$ cat config.mk
export PLATFORM = sky130hd
export DESIGN_NAME = ftat_queue
export DESIGN_NICKNAME = d
export VERILOG_FILES = /design/src/design/ftat_queue.sv
export SDC_FILE = /design/constraint.sdc
export NUM_CORES = 1
export LEC_CHECK = 0
export BUFFER_PORTS_ARGS = -buffer_cell sky130_fd_sc_hd__buf_2
export CAP_MARGIN = 30
export CORE_AREA = 2 2 67 62
export DETAILED_ROUTE_END_ITERATION = 10
export DIE_AREA = 0 0 69 64
export HOLD_SLACK_MARGIN = 0.12
export PLACE_DENSITY = 0.74
export SLEW_MARGIN = 30
export SYNTH_ARGS = -nofsm -noshare
export SYNTH_HDL_FRONTEND = slang
export SYNTH_SLANG_ARGS = --single-unit
export TNS_END_PERCENT = 20
$ cat constraint.sdc
create_clock -name clk -period 1.39 [get_ports clk]
set_input_delay 0.139 -clock clk [delete_from_list [all_inputs] [get_ports clk]]
set_output_delay 0.139 -clock clk [all_outputs]
set_load 0.03 [all_outputs]
$ cat src/design/ftat_queue.sv
`default_nettype none
// ----------------------------------------------------------------------------
// ftat_queue: small first-in first-out buffer
// Register-based queue with full and empty flags; a write and a read may
// share one cycle.
// ----------------------------------------------------------------------------
module ftat_queue #(
  parameter int W     = 8,
  parameter int DEPTH = 4
) (
  input  logic         clk,
  input  logic         rst_n,
  input  logic         wr_en,
  input  logic [W-1:0] wr_data,
  input  logic         rd_en,
  output logic [W-1:0] rd_data,
  output logic         full,
  output logic         empty
);
  localparam int AW = (DEPTH > 1) ? $clog2(DEPTH) : 1;
  localparam int CW = $clog2(DEPTH + 1);

  logic [W-1:0]  mem_r [DEPTH];
  logic [AW-1:0] wr_ptr_r, rd_ptr_r;
  logic [CW-1:0] count_r;

  assign full    = (count_r == CW'(DEPTH));
  assign empty   = (count_r == '0);
  assign rd_data = mem_r[rd_ptr_r];

  always_ff @(posedge clk) begin
    if (wr_en) begin
      mem_r[wr_ptr_r] <= wr_data;
    end
  end

  always_ff @(posedge clk) begin
    if (!rst_n) begin
      wr_ptr_r <= '0;
      rd_ptr_r <= '0;
      count_r  <= '0;
    end else begin
      if (wr_en) begin
        wr_ptr_r <= (wr_ptr_r == AW'(DEPTH - 1)) ? '0 : wr_ptr_r + 1'b1;
      end
      if (rd_en) begin
        rd_ptr_r <= (rd_ptr_r == AW'(DEPTH - 1)) ? '0 : rd_ptr_r + 1'b1;
      end
      case ({wr_en, rd_en})
        2'b10:   count_r <= count_r + 1'b1;
        2'b01:   count_r <= count_r - 1'b1;
        default: count_r <= count_r;
      endcase
    end
  end
endmodule
`default_nettype wire

==> metrics.csv <==
metric,value,unit
status,finished with violations,
gp_congestion,0.672,
critPathLaunchType,flop,
pwr-share-comb,16.0,%
synth_area,1620,um^2
holdWs,0.141,ns
regArea,1140,um^2
synth-compound-area-share,1.85,%
final_hold_viol_count,0,
drc_errors,0,
reg2reg_depth,5,
root_buffer,clkbuf_8,
dr.first_iter.drc_count,42,
hold_depth,2,
synth_simple_gate_area_share,6.10,%
p_clk_share,33.0,%
drv_cap,0,
area_delta_synth_final,30.9,%
dieArea,4420,um^2
cp-end-kind,primary output,
yosysWarnings,0,
cts_sinks,41,
grt_pass1_wl,4070,um
slew_headroom,90.6,%
tightest_slew,0.136,ns
fin_ws,-0.194,ns
detail-route-antenna-nets,0,
fill_cells,292,
worstHoldStart,rst_n,
diodes,0,
io_buffer_count,21,
clockBufferDepth,2,
gr-max-usage-layer,met2,
wl,2450,um
power.internal,2.14,mW
synth_mux_area_share,12.3,%
firstDrtPassIters,3,
core_area,3680,um^2
rows,21,
rsz0062_at_grt,true,
ys_ff_latch,41,
synth_fa_ha_area_share,5.86,%
ctsHtreeMaxLevel,2,
chipWidth,69,um
grt_pass1_vias,912,
ir_drop,0.757,mV
fin_tns_setup,-1.45,ns
grt_max_degree,14,
cts_inserted_buffers,5,
slew_viol_final,0,
period_needed,1.58,ns
cp_data_required_time,1.25,ns
syn_area_per_cell,18.2,um^2
multi_input_area,444,um^2
met3_usage,3.94,%
antenna_found_initial,0,
violations,negative setup slack,
finalNetCount,153,
viasPerCell,4.70,
hp-class,in2reg,
final-setup-viol-count,8,
fin_crit_sh,114,%
synth_xor_area_share,1.08,%
synth_top_family_by_area,multiplexers,
clock.fmax,631,MHz
wl_per_cell,13.5,um
place_hpwl,1670,um
io_pins,22,
start_util,44.1,%
synth_nets,108,
grt_util_met1,13.9,%
grt_use_met2,21.4,%
netSwitchingPower,630,uW
grt_usage,12.2,%
p_leak,0.796,nW
crit_fanout,8,
syn_inst,89,
post-place-ws,-0.164,ns
grt_overflow_total,0,
sw_frac_of_total,22.8,%
ys_seq_area_share,70.4,%
clock_latency,0.29,ns
place_inst,165,
clkSlewWorstSetupHoldPaths,0.07,ns
critical_path_class,reg2out,
powerDensity,1300,nW/um^2
die-height,64,um
timing.rr.start,count_r[1]$_SDFFE_PN0P_,
arrival,1.44,ns
drive_gt1_share,37.8,%
final_cells,181,
tritoncts,done,
vias,851,
finClkSkew,0.00337,ns
ys_types,22,
p_seq_share,51.0,%
-- final timing paths --
check / to / slack [ns]
worst max-delay path: rd_data[0] / -0.19
worst min-delay path: count_r[1]$_SDFFE_PN0P_ / 0.14
worst max register to register: count_r[2]$_SDFFE_PN0P_ / 0.01
worst min register to register: count_r[2]$_SDFFE_PN0P_ / 0.51
-- power by group through the flow --
stage / registers, mW / logic, mW / clock network (mW)
floorplan: 1.43 / 0.248 / 0
global placement: 1.43 / 0.379 / 0
detailed placement: 1.44 / 0.387 / 0
CTS: 1.41 / 0.448 / 0.939
global route: 1.42 / 0.480 / 0.988
finish: 1.41 / 0.442 / 0.913
-- cell families (layout without fill, tap and decap cells) --
logic type,Yosys count,in the layout
flip-flops,41,41
AND/OR/NAND/NOR,16,16
multiplexers,10,10
buffers and inverters,8,54
adder cells (fa/ha/maj),7,7
AO/OA/AOI/OAI,5,5
XOR/XNOR,2,2
-- through the flow --
stage          power, mW  util [%]  area, um^2
3_3_place_gp        1.81      51.1        1880
5_1_grt             2.89      57.7        2120
6_report            2.77      57.7        2120
2_1_floorplan       1.68         -        1630
4_1_cts             2.80      57.7        2120
3_5_place_dp        1.83      51.1        1880
-- cells in the mapped netlist --
cell      instances  area (um^2)
nor2b_1           4         25.0
edfxtp_1         32          961
a21oi_1           1         5.00
and2_1            6         37.5
or3_1             1         6.26
nor3_1            1         5.00
nand2_1           1         3.75
xnor2_1           1         8.76
inv_1             6         22.5
xor2_1            1         8.76
buf_6             1         11.3
o21ai_0           2         10.0
clkbuf_2          1         5.00
a21boi_1          1         7.51
nor3b_1           2         15.0
mux4_2            8          180
mux2i_1           2         20.0
dfxtp_1           9          180
ha_1              6         75.1
and3_1            1         6.26
o21a_1            1         7.51
fa_1              1         20.0
-- worst max-delay path: stages (launching register included) --
cell,delay (ns)
dfxtp_2,0.34
buf_12,0.14
mux4_2,0.52
buf_6,0.16
-- sequential cells by signal (all words and copies together) (netlist names), named ones only --
signal,flops
mem_r,32
rd_ptr_r,2
wr_ptr_r,2
count_r,3
-- final cells by class --
class,count,share of cell area [%]
clock buffer,5,3.24
clock inverter,3,1.95
inverter,6,1.06
multi-input combinational,40,20.9
sequential,41,54.0
tap,46,2.71
timing repair buffer,40,16.2
-- layer usage --
layer | up-vias | part of all wire, %
met4 | 0 | 1.5
li1 | 419 | -
met3 | 5 | 5.3
met5 | - | 0
met1 | 404 | 43
met2 | 23 | 50
-- repair_timing --
action                                  4_1_cts  5_1_grt
setup buffers                                 0        0
resized for setup                            18        0
hold endpoints to repair                     32        0
pin swaps                                     2        0
hold buffers                                  8        0
endpoints found under the setup margin        9        9
-- layout by cell type (no fill, tap or decap), types with 2 or more instances in the layout --
cell type      synthesis  final
edfxtp_1              32     32
buf_2                  0     13
buf_4                  0      9
mux4_2                 8      8
dlygate4sd3_1          0      8
buf_6                  1      8
inv_1                  6      6
and2_1                 6      6
ha_1                   6      6
dfxtp_1                9      6
clkbuf_8               0      5
nor2b_1                4      4
dfxtp_2                0      3
nor3b_1                2      2
o21ai_0                2      2
mux2i_1                2      2
buf_12                 0      2
No activity file was read; power rests on OpenSTA's default activity.
