==> config.mk <==
export PLATFORM = sky130hd
export DESIGN_NAME = ftat_front
export DESIGN_NICKNAME = d
export VERILOG_FILES = /design/src/design/ftat_pkg.sv /design/src/design/ftat_front.sv
export SDC_FILE = /design/constraint.sdc
export NUM_CORES = 1
export LEC_CHECK = 0
export BUFFER_PORTS_ARGS = -buffer_cell sky130_fd_sc_hd__buf_4
export CORE_ASPECT_RATIO = 1.5
export CORE_MARGIN = 10
export CORE_UTILIZATION = 40
export DETAILED_ROUTE_END_ITERATION = 8
export GPL_TIMING_DRIVEN = 0
export PLACE_DENSITY = 0.67
export SYNTH_ARGS = -nofsm -noshare
export SYNTH_HDL_FRONTEND = slang
export SYNTH_SLANG_ARGS = --single-unit
==> constraint.sdc <==
create_clock -name vclk -period 28.4
set_clock_uncertainty 0.05 [all_clocks]
set_input_delay 2.84 -clock vclk [all_inputs]
set_output_delay 2.84 -clock vclk [all_outputs]
set_load 0.01 [all_outputs]
==> src/design/ftat_pkg.sv <==
`default_nettype none
// ----------------------------------------------------------------------------
// ftat_pkg: shared types and constants of the front tire aligning torque unit
// Item structs, configuration layout and indexes, arctangent table and the
// fixed-point constants used by the datapath.
// ----------------------------------------------------------------------------
package ftat_pkg;

  localparam int CORDIC_STEPS_DEF = 18;
  localparam int TBL_LEN          = 24;
  localparam int U_FRAC           = 24;

  localparam logic signed [47:0] VX_OFFSET_Q32 = 48'sd1717986918;
  localparam logic signed [17:0] VX_LOW_Q10    = 18'sd102;
  localparam logic [16:0]        HALF_PI_Q16   = 17'd102944;
  localparam logic [28:0]        RECIP_135     = 29'd509033162;
  localparam logic [19:0]        RECIP_3       = 20'd699051;
  localparam logic [23:0]        RECIP_10      = 24'd13421773;

  typedef enum logic [2:0] {
    CFG_INITIAL_TRAIL       = 3'd0,
    CFG_CORNERING_STIFFNESS = 3'd1,
    CFG_NORMAL_LOAD         = 3'd2,
    CFG_MECHANICAL_TRAIL    = 3'd3,
    CFG_FRONT_AXLE_DISTANCE = 3'd4
  } ftat_cfg_idx_t;

  typedef struct packed {
    logic [15:0] initial_trail;
    logic [19:0] cornering_stiffness;
    logic [14:0] normal_load;
    logic [15:0] mechanical_trail;
    logic [18:0] front_axle_distance;
  } ftat_cfg_t;

  localparam ftat_cfg_t CFG_RESET = '{
    initial_trail:       16'd2621,
    cornering_stiffness: 20'd110000,
    normal_load:         15'd4000,
    mechanical_trail:    16'd0,
    front_axle_distance: 19'd88474
  };

  typedef struct packed {
    logic [17:0] steer_angle;
    logic [17:0] long_speed;
    logic [19:0] yaw_rate;
    logic [17:0] lat_speed;
  } ftat_in_t;

  typedef struct packed {
    logic [23:0] aligning_torque;
    logic [15:0] pneumatic_trail;
    logic [23:0] lateral_force;
    logic [16:0] slide_angle;
    logic [18:0] slip_angle;
  } ftat_out_t;

  typedef struct packed {
    logic [47:0] num;
    logic [47:0] den;
    logic        low_speed;
    logic [17:0] delta;
  } ftat_mid_t;

  function automatic logic [31:0] atan_q30(input int idx);
    logic [31:0] v;
    case (idx)
      0:       v = 32'd843314857;
      1:       v = 32'd497837829;
      2:       v = 32'd263043837;
      3:       v = 32'd133525159;
      4:       v = 32'd67021687;
      5:       v = 32'd33543516;
      6:       v = 32'd16775851;
      7:       v = 32'd8388437;
      8:       v = 32'd4194283;
      9:       v = 32'd2097149;
      10:      v = 32'd1048576;
      11:      v = 32'd524288;
      12:      v = 32'd262144;
      13:      v = 32'd131072;
      14:      v = 32'd65536;
      15:      v = 32'd32768;
      16:      v = 32'd16384;
      17:      v = 32'd8192;
      18:      v = 32'd4096;
      19:      v = 32'd2048;
      20:      v = 32'd1024;
      21:      v = 32'd512;
      22:      v = 32'd256;
      23:      v = 32'd128;
      default: v = 32'd0;
    endcase
    return v;
  endfunction

endpackage
`default_nettype wire

==> src/design/ftat_front.sv <==
`default_nettype none
// ----------------------------------------------------------------------------
// ftat_front: input classification and arctangent operand setup
// Flags the low-speed case and forms the slip arctangent operands with the
// denominator made non-negative.
// ----------------------------------------------------------------------------
module ftat_front (
  input  ftat_pkg::ftat_in_t  in_item,
  input  ftat_pkg::ftat_cfg_t cfg,
  output ftat_pkg::ftat_mid_t mid_item
);
  import ftat_pkg::*;

  logic signed [17:0] vx_s, vy_s;
  logic signed [19:0] r_s, a_s;
  logic signed [39:0] ar;
  logic signed [47:0] vx48, vy48, num48, den48;
  logic               neg;

  assign vx_s  = $signed(in_item.long_speed);
  assign vy_s  = $signed(in_item.lat_speed);
  assign r_s   = $signed(in_item.yaw_rate);
  assign a_s   = $signed({1'b0, cfg.front_axle_distance});
  assign ar    = a_s * r_s;
  assign vx48  = 48'(vx_s);
  assign vy48  = 48'(vy_s);
  assign num48 = (vy48 <<< 22) + 48'(ar);
  assign den48 = (vx48 <<< 22) + VX_OFFSET_Q32;
  assign neg   = den48[47];

  always_comb begin
    mid_item.num       = neg ? -num48 : num48;
    mid_item.den       = neg ? -den48 : den48;
    mid_item.low_speed = !((vx_s > VX_LOW_Q10) || (vx_s < -VX_LOW_Q10));
    mid_item.delta     = in_item.steer_angle;
  end
endmodule
`default_nettype wire

==> flow_summary.json <==
{
  "viasPerCell": 5.25,
  "via_count": 13900,
  "max_cap_violations": 0,
  "drive_gt1_share_pct": 10.4,
  "dp_hpwl_um": 43600,
  "coreArea_mm2": 0.0402,
  "outcome": "completed",
  "seq_cell_count": 0,
  "crit_required_ns": 25.51,
  "drtIter0Drc": 764,
  "diodes": 0,
  "fin_area_mm2": 0.0181,
  "grt_pass1_vias": 14900,
  "synth_area_leaders": "fa_1 40%, ha_1 13%, inv_1 10%",
  "wire_per_inst_um": 18.9,
  "grt.overflow.total": 0,
  "finalCritPeriodShare_pct": 51.2,
  "dp_slack_ns": 13.91,
  "worstSetupPathType": "in -> out",
  "post_cts_hold_buffer_count": 0,
  "layout_common_cells": "434 x inv_1, 322 x fa_1, 225 x and2_1",
  "area_growth_pct": 11.3,
  "cts_post_setup_buffers_inserted": 0,
  "cp-start-kind": "input port",
  "synth.avg_cell_area_um2": 8.22,
  "clkbuf_count": 0,
  "tightest_slew_ns": 1.08,
  "die_w_um": 185,
  "fmaxAchievable_mhz": 68.7,
  "yosysWarnings": 0,
  "yosysTopAreaCell": "fa_1",
  "syn-cell-area_mm2": 0.0163,
  "grt_max_degree": 20,
  "numPortBuffers": 156,
  "fin_util_pct": 45.1,
  "rsz0062_at_grt": "no",
  "initial_core_util_pct": 40.5,
  "syn_inst": 1980,
  "crit_path_max_fanout": 10,
  "fp.dieH_um": 267,
  "fin_crit_ns": 14.55,
  "crit_arrival_ns": 11.66,
  "yosysUniqueCellTypes": 76,
  "relSlewSlack_pct": 28.2,
  "nets": 2796,
  "grt_usage_pct": 20.3,
  "antenna_left": 0,
  "synth.top_cell.area_share_pct": 39.6,
  "drc": 0,
  "row_count": 90,
  "hold_viol_final": 0,
  "setup_viol": 0,
  "final_common_cell": "inv_1",
  "drt-pass1-iter-count": 5,
  "yosysSeqAreaShare_pct": 0,
  "antenna_found_initial": 0,
  "grt_pass1_wl_um": 78700,
  "final.setup.tns_ns": 0,
  "dieArea_mm2": 0.0493,
  "seq_area_um2": 0,
  "wl_um": 50000,
  "fillers": 4040,
  "min_path_type": "in -> out",
  "ctsResizeCount": 0,
  "critPathCaptureType": "output port",
  "num_io_pins": 275,
  "placed_cell_area_mm2": 0.0181,
  "slew_viol_final": 0,
  "gp_congestion": 0.940,
  "setup_ws_ns": 13.85
}
## worst paths after layout
check / slack (ns) / cells past startpoint / from / endpoint
worst max-delay path: 13.85 / 26 / in_item[33] / mid_item[114]
worst min-delay path: 5.81 / 2 / in_item[70] / mid_item[14]
## metal layers
layer	up-vias	wire (um)	GRT usage [%]
met1	7014	17500	21.4
li1	6327	-	-
met2	456	27400	39.1
met3	123	2560	2.14
met5	-	0	0
met4	0	2550	8.90
## through the flow
| step | hold slack, ns | instances |
|---|---|---|
| 2_1_floorplan | 5.72 | 1988 |
| 3_3_place_gp | 5.81 | 2650 |
| 3_5_place_dp | 5.81 | 2650 |
| 4_1_cts | 5.81 | 2650 |
| 5_1_grt | 5.81 | 2650 |
| 6_report | 5.81 | 2650 |
## cells by family after synthesis
kind of cell	count (synthesis)	synth area share, %
multiplexers	5	0.315
AND/OR/NAND/NOR	619	19.9
AO/OA/AOI/OAI	205	8.19
buffers and inverters	572	14.4
XOR/XNOR	87	4.68
adder cells (fa/ha/maj)	490	52.5
other	2	0.0461
## synthesized netlist by cell type (14+ instances only)
master,count
and2_1,225
clkbuf_1,82
nand2_1,209
nand3_1,14
nor2b_1,14
o21ai_0,41
a21oi_1,56
xor2_1,20
inv_1,434
a21o_1,14
xnor2_1,67
nor3_1,17
ha_1,168
fa_1,322
nor2_1,61
buf_4,46
## critical path, stage by stage
cell       delay [ns]
clkbuf_1         0.63
clkbuf_1         0.62
nand2_1          0.16
fa_1             0.53
inv_1            0.05
fa_1             0.46
fa_1             0.52
fa_1             0.54
fa_1             0.52
fa_1             0.60
inv_1            0.08
fa_1             0.54
inv_1            0.05
ha_1             0.28
clkbuf_1         0.36
and4_1           0.35
and2_1           0.19
o211ai_1         0.17
a31oi_1          0.48
mux2_2           0.40
a22oi_1          0.18
o2111ai_1        0.17
nor4_1           0.44
and2_1           0.24
o21ai_0          0.09
buf_4            0.15
## cell type report
class / instances / area [um2] / area share, %
multi-input cells: 1416 / 14000 / 77.1
inverters: 435 / 1630 / 9.01
repair buffers: 156 / 1170 / 6.46
plain buffers: 137 / 716 / 3.95
well taps: 506 / 633 / 3.49
Power is left out: the tool's default activity adds up to more than one toggle a clock period on the data nets, which glitch-free logic cannot reach.
